--- config.mk ---
export PLATFORM = sky130hd
export DESIGN_NAME = address_range_classifier_flat
export DESIGN_NICKNAME = d
export VERILOG_FILES = /design/src/rtl/core/arc_pkg.sv /design/src/rtl/core/arc_req_if.sv /design/src/rtl/core/arc_rsp_if.sv /design/src/rtl/core/arc_ctrl.sv /design/src/rtl/core/arc_dp.sv /design/src/rtl/core/address_range_classifier.sv /design/src/flat_wrapper.sv
export SDC_FILE = /design/constraint.sdc
export NUM_CORES = 2
export LEC_CHECK = 0
export ABC_AREA = 1
export ABC_CLOCK_PERIOD_IN_PS = 4500
export BUFFER_PORTS_ARGS = -buffer_cell sky130_fd_sc_hd__buf_2
export CORE_MARGIN = 1.5
export CORE_UTILIZATION = 45
export DETAILED_ROUTE_END_ITERATION = 8
export GPL_TIMING_DRIVEN = 0
export REMOVE_ABC_BUFFERS = 1
export SYNTH_ARGS = -nofsm -noshare
export SYNTH_HDL_FRONTEND = slang
export SYNTH_SLANG_ARGS = --single-unit
--- constraint.sdc ---
create_clock -name clk -period 4.5 [get_ports clk]
set_input_delay 0.675 -clock clk [delete_from_list [all_inputs] [get_ports clk]]
set_output_delay 0.675 -clock clk [all_outputs]
set_load 0.02 [all_outputs]
--- src/rtl/core/arc_pkg.sv ---
// Package: shared constants, codes and control types of the address range classifier.
`timescale 1ns / 1ps
package arc_pkg;

	localparam int MAX_REGIONS = 16;
	localparam int ADDR_BITS   = 20;
	localparam int TABLE_DEPTH = MAX_REGIONS + 1;
	localparam int CNT_W       = $clog2(TABLE_DEPTH + 1);
	localparam int POS_W       = $clog2(TABLE_DEPTH);
	localparam int CLASS_W     = 3;

	localparam logic [ADDR_BITS-1:0] ADDR_MAX   = {ADDR_BITS{1'b1}};
	localparam logic [CLASS_W-1:0]   CLASS_CODE = CLASS_W'(2);

	typedef enum logic [0:0] {
		OP_INSERT = 1'b0,
		OP_LOOKUP = 1'b1
	} op_t;

	typedef enum logic [1:0] {
		ST_OK      = 2'd0,
		ST_FULL    = 2'd1,
		ST_OVERLAP = 2'd2,
		ST_ORDER   = 2'd3
	} status_t;

	typedef enum logic [1:0] {
		S_IDLE,
		S_EVAL,
		S_COMMIT
	} fsm_t;

	typedef struct packed {
		logic load;
		logic eval;
		logic commit;
	} arc_cmd_t;

endpackage

--- src/rtl/core/arc_req_if.sv ---
// Interface: request channel carrying insert and lookup transactions.
`timescale 1ns / 1ps
interface arc_req_if import arc_pkg::*; ();
	logic                 valid;
	logic                 ready;
	logic                 operation;
	logic [ADDR_BITS-1:0] range_start;
	logic [ADDR_BITS-1:0] range_end;
	logic [CLASS_W-1:0]   class_code;

	modport source (output valid, output operation, output range_start, output range_end,
		output class_code, input ready);
	modport sink (input valid, input operation, input range_start, input range_end,
		input class_code, output ready);
endinterface

--- src/rtl/core/arc_rsp_if.sv ---
// Interface: response channel carrying the class and status of each transaction.
`timescale 1ns / 1ps
interface arc_rsp_if import arc_pkg::*; ();
	logic               valid;
	logic               ready;
	logic [CLASS_W-1:0] found_class;
	logic [1:0]         status;

	modport source (output valid, output found_class, output status, input ready);
	modport sink (input valid, input found_class, input status, output ready);
endinterface

--- src/rtl/core/arc_ctrl.sv ---
// Controller: sequences accept, evaluate and commit of one transaction at a time.
`timescale 1ns / 1ps
module arc_ctrl import arc_pkg::*; (
	input  logic     clk,
	input  logic     arst_n,
	input  logic     in_valid,
	output logic     in_ready,
	output logic     out_valid,
	input  logic     out_ready,
	output arc_cmd_t cmd
);

	fsm_t state_q, state_d;
	logic out_valid_q;
	logic slot_free;

	assign slot_free = !out_valid_q || out_ready;

	always_ff @(posedge clk or negedge arst_n) begin
		if (!arst_n) begin
			state_q     <= S_IDLE;
			out_valid_q <= 1'b0;
		end else begin
			state_q <= state_d;
			if (cmd.commit) begin
				out_valid_q <= 1'b1;
			end else if (out_ready) begin
				out_valid_q <= 1'b0;
			end
		end
	end

	always_comb begin
		state_d    = state_q;
		in_ready   = 1'b0;
		cmd.load   = 1'b0;
		cmd.eval   = 1'b0;
		cmd.commit = 1'b0;
		unique case (state_q)
			S_IDLE: begin
				in_ready = 1'b1;
				if (in_valid) begin
					cmd.load = 1'b1;
					state_d  = S_EVAL;
				end
			end
			S_EVAL: begin
				cmd.eval = 1'b1;
				state_d  = S_COMMIT;
			end
			S_COMMIT: begin
				// hold until the output register is free
				if (slot_free) begin
					cmd.commit = 1'b1;
					state_d    = S_IDLE;
				end
			end
			default: begin
				state_d = S_IDLE;
			end
		endcase
	end

	assign out_valid = out_valid_q;

endmodule

--- src/rtl/core/arc_dp.sv ---
// Datapath: region table cells, parallel range compares and the result register.
`timescale 1ns / 1ps
module arc_dp import arc_pkg::*; (
	input  logic                 clk,
	input  logic                 arst_n,
	input  arc_cmd_t             cmd,
	input  logic                 operation,
	input  logic [ADDR_BITS-1:0] range_start,
	input  logic [ADDR_BITS-1:0] range_end,
	input  logic [CLASS_W-1:0]   class_code,
	output logic [CLASS_W-1:0]   found_class,
	output status_t              status
);

	// captured transaction
	op_t                  op_q;
	logic [ADDR_BITS-1:0] lo_q;
	logic [ADDR_BITS-1:0] hi_q;
	logic [CLASS_W-1:0]   cls_q;

	// region table, kept sorted by start; entries below count_q are live
	logic [ADDR_BITS-1:0] start_q [TABLE_DEPTH];
	logic [ADDR_BITS-1:0] end_q   [TABLE_DEPTH];
	logic [CLASS_W-1:0]   class_q [TABLE_DEPTH];
	logic [CNT_W-1:0]     count_q;

	// evaluation results
	logic [POS_W-1:0]   pos_q;
	status_t            st_q;
	logic [CLASS_W-1:0] fcls_q;

	// result register
	logic [CLASS_W-1:0] found_class_q;
	status_t            status_q;

	logic [TABLE_DEPTH-1:0] live;
	logic [TABLE_DEPTH-1:0] above;
	logic [TABLE_DEPTH-1:0] hit;
	logic [TABLE_DEPTH-1:0] clash_next;
	logic [POS_W-1:0]       pos_d;
	logic [CLASS_W-1:0]     hit_class;
	status_t                st_d;
	logic [CLASS_W-1:0]     fcls_d;

	always_comb begin
		for (int k = 0; k < TABLE_DEPTH; k++) begin
			live[k]       = CNT_W'(k) < count_q;
			above[k]      = live[k] && (lo_q < start_q[k]);
			hit[k]        = live[k] && (start_q[k] <= lo_q) && (lo_q <= end_q[k]);
			clash_next[k] = above[k] && (start_q[k] <= hi_q);
		end
	end

	// first entry above the new start, else append; first hit for a lookup
	always_comb begin
		pos_d     = count_q[POS_W-1:0];
		hit_class = CLASS_CODE;
		for (int k = TABLE_DEPTH - 1; k >= 0; k--) begin
			if (above[k]) begin
				pos_d = POS_W'(k);
			end
			if (hit[k]) begin
				hit_class = class_q[k];
			end
		end
	end

	// table is sorted and disjoint, so only the neighbors can clash
	always_comb begin
		if (op_q == OP_LOOKUP) begin
			st_d   = ST_OK;
			fcls_d = hit_class;
		end else begin
			fcls_d = '0;
			priority if (lo_q > hi_q) begin
				st_d = ST_ORDER;
			end else if (count_q == CNT_W'(TABLE_DEPTH)) begin
				st_d = ST_FULL;
			end else if ((|clash_next) || (|hit)) begin
				st_d = ST_OVERLAP;
			end else begin
				st_d = ST_OK;
			end
		end
	end

	always_ff @(posedge clk) begin
		if (cmd.load) begin
			op_q  <= op_t'(operation);
			lo_q  <= range_start;
			hi_q  <= range_end;
			cls_q <= class_code;
		end
		if (cmd.eval) begin
			pos_q  <= pos_d;
			st_q   <= st_d;
			fcls_q <= fcls_d;
		end
		if (cmd.commit) begin
			found_class_q <= fcls_q;
			status_q      <= st_q;
		end
	end

	always_ff @(posedge clk or negedge arst_n) begin
		if (!arst_n) begin
			for (int k = 2; k < TABLE_DEPTH; k++) begin
				start_q[k] <= '0;
				end_q[k]   <= '0;
				class_q[k] <= '0;
			end
			start_q[0] <= '0;
			end_q[0]   <= ADDR_BITS'(1);
			class_q[0] <= CLASS_CODE;
			start_q[1] <= ADDR_MAX;
			end_q[1]   <= ADDR_MAX;
			class_q[1] <= CLASS_CODE;
			count_q    <= CNT_W'(2);
		end else if (cmd.commit && (op_q == OP_INSERT) && (st_q == ST_OK)) begin
			// open a slot at pos_q and shift later entries up by one
			if (pos_q == '0) begin
				start_q[0] <= lo_q;
				end_q[0]   <= hi_q;
				class_q[0] <= cls_q;
			end
			for (int k = 1; k < TABLE_DEPTH; k++) begin
				if (POS_W'(k) == pos_q) begin
					start_q[k] <= lo_q;
					end_q[k]   <= hi_q;
					class_q[k] <= cls_q;
				end else if (POS_W'(k) > pos_q) begin
					start_q[k] <= start_q[k-1];
					end_q[k]   <= end_q[k-1];
					class_q[k] <= class_q[k-1];
				end
			end
			count_q <= count_q + CNT_W'(1);
		end
	end

	assign found_class = found_class_q;
	assign status      = status_q;

endmodule

--- src/rtl/core/address_range_classifier.sv ---
// Top level: address range classifier with request and response channels.
`timescale 1ns / 1ps
// The block keeps a table of up to MAX_REGIONS + 1 disjoint address ranges,
// each tagged with a memory class and kept sorted by start address; after
// reset it holds two code ranges, 0..1 and the top address alone. An insert
// transaction places a new range at its sorted place and shifts later ranges
// up, or is refused with a status (start above end, then table full, then
// overlap with a neighbor) leaving the table as it was; its class field reads
// 0. A lookup transaction returns the class of the range holding the address,
// or code when none holds it, with status ok. Every transaction gives exactly
// one response, in order. A transaction passes accept, evaluate and commit in
// turn: the input register takes it, every table cell then compares the
// address against its range at once, and the commit loads the response
// register and shifts the table cells on an accepted insert. The next request
// is taken in the cycle after the commit, so a new transaction is not taken
// before the last one commits; a response left waiting stalls only the commit
// of the following transaction, not its acceptance.
module address_range_classifier import arc_pkg::*; (
	input  logic      clk,
	input  logic      arst_n,
	arc_req_if.sink   req,
	arc_rsp_if.source rsp
);

	arc_cmd_t cmd;
	status_t  status;

	// sequence: accept, evaluate, commit
	arc_ctrl u_ctrl (
		.clk       (clk),
		.arst_n    (arst_n),
		.in_valid  (req.valid),
		.in_ready  (req.ready),
		.out_valid (rsp.valid),
		.out_ready (rsp.ready),
		.cmd       (cmd)
	);

	// table cells, compares and response register
	arc_dp u_dp (
		.clk         (clk),
		.arst_n      (arst_n),
		.cmd         (cmd),
		.operation   (req.operation),
		.range_start (req.range_start),
		.range_end   (req.range_end),
		.class_code  (req.class_code),
		.found_class (rsp.found_class),
		.status      (status)
	);

	assign rsp.status = status;

endmodule
--- src/flat_wrapper.sv ---
// flat-port wrapper written by rule: the top's interface ports become plain ports
module address_range_classifier_flat import arc_pkg::*;
  (clk, arst_n, req_valid, req_operation, req_range_start, req_range_end, req_class_code, req_ready, rsp_valid, rsp_found_class, rsp_status, rsp_ready);
  arc_req_if req_i ();
  arc_rsp_if rsp_i ();
  input  logic clk;
  input  logic arst_n;
  input wire logic [$bits(req_i.valid)-1:0] req_valid;
  input wire logic [$bits(req_i.operation)-1:0] req_operation;
  input wire logic [$bits(req_i.range_start)-1:0] req_range_start;
  input wire logic [$bits(req_i.range_end)-1:0] req_range_end;
  input wire logic [$bits(req_i.class_code)-1:0] req_class_code;
  output wire logic [$bits(req_i.ready)-1:0] req_ready;
  output wire logic [$bits(rsp_i.valid)-1:0] rsp_valid;
  output wire logic [$bits(rsp_i.found_class)-1:0] rsp_found_class;
  output wire logic [$bits(rsp_i.status)-1:0] rsp_status;
  input wire logic [$bits(rsp_i.ready)-1:0] rsp_ready;
  assign req_i.valid = req_valid;
  assign req_i.operation = req_operation;
  assign req_i.range_start = req_range_start;
  assign req_i.range_end = req_range_end;
  assign req_i.class_code = req_class_code;
  assign req_ready = req_i.ready;
  assign rsp_valid = rsp_i.valid;
  assign rsp_found_class = rsp_i.found_class;
  assign rsp_status = rsp_i.status;
  assign rsp_i.ready = rsp_ready;
  address_range_classifier u_core (.clk(clk), .arst_n(arst_n), .req(req_i), .rsp(rsp_i));
endmodule
==> Implementation_results.wiki <==
{| class="wikitable"
! Metric !! Value
|-
| Count of endpoints failing hold in the final timing report || 0
|-
| Distinct cells, synth || 66
|-
| Cell Chain, Critical Path || inv_2 -> buf_12 -> ha_1 -> nand2_1 -> nor4b_1 -> nand2_1 -> nand3_1 -> nand2_1 -> nand2_1 -> nand3_1 -> nor2_1 -> nand2_1 -> nor2_1 -> nand3_1 -> nand2_1 -> a21oi_1
|-
| Buffers on Ports || between 50 and 60
|-
| Worst Setup Start Kind || flip-flop
|-
| Maximum Capacitance Violations || 0
|-
| Die width || between 300 and 400 microns
|-
| Largest cells by area after synthesis || dfrtp_1 29%, ha_1 22%, nand2_1 8.4%
|-
| Area share of the largest cell type after synthesis || between 20 and 30%
|-
| Clock tree root buffer cell || clkbuf_16
|-
| Half-perimeter wire length of the detailed placement result || about 150 mm
|-
| Setup CP Type || flip-flop to flip-flop
|-
| Site Rows || 133
|-
| Minimum hold slack || 0.121 ns
|-
| DP Worst Slack || -0.735 ns
|-
| Area Overhead vs Synth || 12.7%
|-
| Global route total overflow || 0
|-
| Min setup slack post-route || -0.145 ns
|-
| Filler-free cell count of the finished design || 9337
|-
| H-tree levels || 3
|-
| Slew HR || between 10% and 20%
|-
| Post-synthesis cell count || between 7000 and 8000
|-
| Post-synth EDFFs || 59
|-
| Primary flip-flop cell chosen by synthesis mapping || dfrtp_1
|-
| Worst Path Max Fanout || 16
|-
| Placed Cells incl. Taps || about 9000
|-
| Fraction of final layout cells sized beyond drive strength 1 || 7.27%
|-
| Register clock-pin slew on the reported worst setup and hold paths || ~0.060 ns
|-
| Starting density of the core || between 40 and 50%
|-
| Die span in y || between 300 and 400 microns
|-
| Most prevalent standard cell on the critical path || nand2_1
|-
| Remaining antenna violation count after routing || 0
|-
| Detailed-routing iteration count for the pre-antenna-repair pass || 6
|-
| Crit path largest cell delay || about 1.2 ns
|-
| Core Footprint || roughly 0.13 sq mm
|-
| Final worst clock skew || around 0.019 ns
|-
| Violated checks || negative setup slack
|-
| Count of routing violations after the opening detailed-route iteration || about 5000
|-
| CP Data Required Time || slightly below 5 ns
|-
| Highest achievable clock rate || 215 MHz
|-
| Synth area leader || dfrtp_1
|-
| Number of antenna violations at the first check in global routing || 5
|-
| Setup repair after global routing missed its margin || true
|-
| Hold crit path type || primary input to flip-flop
|-
| Largest net degree at the start of global routing || 114
|-
| Minimum period implied by the final worst setup slack || about 4.6 ns
|-
| Number of synthesis warnings || 0
|-
| Average footprint of a synthesized cell || 7.95 sq um
|-
| Count of final max-slew check failures || 0
|-
| Via count of the first global-routing pass || roughly 53000
|-
| Remaining DRCs || 0
|-
| Pwr per Cell Area || 544 mW/mm^2
|-
| Outcome || complete, but fails checks
|-
| Via count || 55357
|-
| Top library cells by usage in the layout, fill and taps aside || 1327 x nand2_1, 1042 x ha_1, 822 x o21ai_0
|-
| Most frequent standard cell in the layout excluding fill and tap cells || nand2_1
|-
| Routed Wire Length || roughly 220 mm
|-
| CTS Buf Count || between 90 and 100
|-
| Static leakage || about 32 nW
|-
| Yosys reg bits || about 800
|-
| Placement Cell Area || 0.0636 sq mm
|-
| Final cycle utilization of the critical path || 103%
|-
| Routability-driven placement congestion ratio || 0.915
|-
| Clock latency at the later pin of the worst-skew pair || around 0.73 ns
|-
| Fraction of registers with async set/reset || between 90% and 100%
|-
| # nets final || around 8600
|-
| Tightest Pin Transition || 1.24 ns
|-
| Slowest cell on crit path || edfxtp_1
|-
| Clock tree from TritonCTS || done
|-
| Netlist area before placement || around 0.060 sq mm
|-
| Critical Path AT || 5.09 ns
|-
| Wire length of the first global-routing pass || approximately 330 mm
|-
| Overall fraction of global-route tracks in use || approximately a third
|-
| Fraction of the yosys area taken by sequential cells || between 30% and 40%
|-
| Worst path bufs/invs || 2
|-
| Maximum vdd drop || 0.418 mV
|-
| Family of cells with the greatest summed delay on the critical path || simple AND/OR/NAND/NOR gates
|-
| Mean number of vias per cell || just under 6
|-
| Final routed wire length divided by cell count || between 20 and 25 microns
|-
| Buffer depth of the longest clock path || 3
|-
| Sinks on the clock net || approximately 800
|-
| Final instance area || approximately 0.068 sq mm
|-
| Inserted Diodes || 0
|-
| Top-Level Pins || 55
|-
| Overall die area || around 0.14 sq mm
|-
| Element type at the critical path end || flip-flop
|-
| Design Power || approximately 0.037 W
|-
| Final Setup Violations || 1
|}
-- registers in the layout, summed over array words and instances, names as in the netlist --
| register | cells |
|---|---|
| u_core.u_dp.fcls_q | 3 |
| u_core.u_dp.found_class | 3 |
| u_core.u_dp.pos_q | 5 |
| u_core.u_dp.cls_q | 3 |
| u_core.u_dp.count_q | 5 |
| u_core.u_dp.end_q | 340 |
| u_core.u_dp.start_q | 340 |
| u_core.u_dp.st_q | 2 |
| u_core.u_dp.op_q | 1 |
| u_core.u_dp.status | 2 |
| u_core.u_ctrl.out_valid | 1 |
| u_core.u_dp.lo_q | 20 |
| u_core.u_dp.hi_q | 20 |
| u_core.u_ctrl.state_q | 2 |
| u_core.u_dp.class_q | 51 |
-- report_power, final --
part | internal (W) | switching [W] | leakage [nW] | total (W)
Combinational | 0.00610 | 0.0107 | 21.4 | 0.0168
Clock | 0.00477 | 0.00340 | 1.59 | 0.00818
Sequential | 0.00968 | 0.00211 | 9.26 | 0.0118
Total | 0.0205 | 0.0162 | 32.3 | 0.0368
-- layer usage --
metal  track usage, %  vias up  part of all wire (%)
li1                 -    26251                     -
met4             12.6        6                   4.5
met1             42.9    26701                    44
met5                0        -                 0.018
met3             5.62      436                   7.6
met2             49.1     1963                    44
-- Yosys cell counts (12+ instances only) --
library cell and instances:
nand2_1 1337, nand3b_1 32, nor3_1 13, a2111oi_0 17, o22ai_1 26, buf_2 70
nand3_1 239, ha_1 1042, a31oi_1 125, nor2_1 706, o211ai_1 231, a211oi_1 18
dfstp_2 44, a21o_1 15, clkinv_1 19, nor2_2 12, nor4_1 14, o21ai_1 76
edfxtp_1 59, nor4b_1 16, buf_1 23, inv_1 623, nand4_1 137, dfrtp_1 695
o21ai_0 824, inv_2 15, a21oi_1 726, o21a_1 25, clkbuf_1 254
-- through the flow --
step	TNS, ns	util, %
6_report	-0.145	51.2
5_1_grt	-0.196	51.2
4_1_cts	-0.0240	51.0
3_5_place_dp	-38.50	48.2
3_3_place_gp	-	46.2
2_1_floorplan	-296.71	-
-- timing repair --
| item | in CTS | in global routing |
|---|---|---|
| endpoints found under the hold margin | 19 | 0 |
| gates cloned | 4 | 3 |
| endpoints found under the setup margin | 219 | 159 |
| setup buffers | 28 | 26 |
| resized for setup | 28 | 11 |
| pin swaps | 2 | 3 |
| hold buffers | 1 | 0 |
-- cell families (layout without fill, tap and decap cells) --
family / count (synthesis) / in the layout / synth area share (%)
flip-flops: 798 / 798 / 33.9
AO/OA/AOI/OAI: 2140 / 2141 / 19.8
AND/OR/NAND/NOR: 2546 / 2551 / 17.9
multiplexers: 1 / 1 / 0.0167
buffers and inverters: 1019 / 1045 / 6.63
XOR/XNOR: 4 / 4 / 0.0584
adder cells (fa/ha/maj): 1042 / 1042 / 21.7
-- final timing paths --
check	startpoint	end	slack, ns	cells after the start
worst max-delay path	u_core.u_dp.hi_q[5]	u_core.u_dp.st_q[1]	-0.15	16
worst min register to register	u_core.u_dp.fcls_q[1]	u_core.u_dp.found_class[1]	0.43	0
worst max register to register	u_core.u_dp.hi_q[5]	u_core.u_dp.st_q[1]	-0.15	16
min in group asynchronous	arst_n	u_core.u_dp.start_q[334]	0.41	2
worst min-delay path	req_range_end[3]	u_core.u_dp.hi_q[3]	0.12	1
max in group asynchronous	arst_n	u_core.u_dp.end_q[89]	2.09	5
-- cell type report --
cell class / instances / area (sq um)
Timing Repair inverter: 1 / 5.00
Clock buffer: 143 / 2850
Tap cell: 1755 / 2200
Multi-Input combinational cell: 5739 / 36000
Timing Repair Buffer: 212 / 3240
Inverter: 658 / 2620
Sequential cell: 798 / 20300
Fill cell: 12576 / 64400
Clock inverter: 31 / 378
No activity file was read; power rests on OpenSTA's default activity.
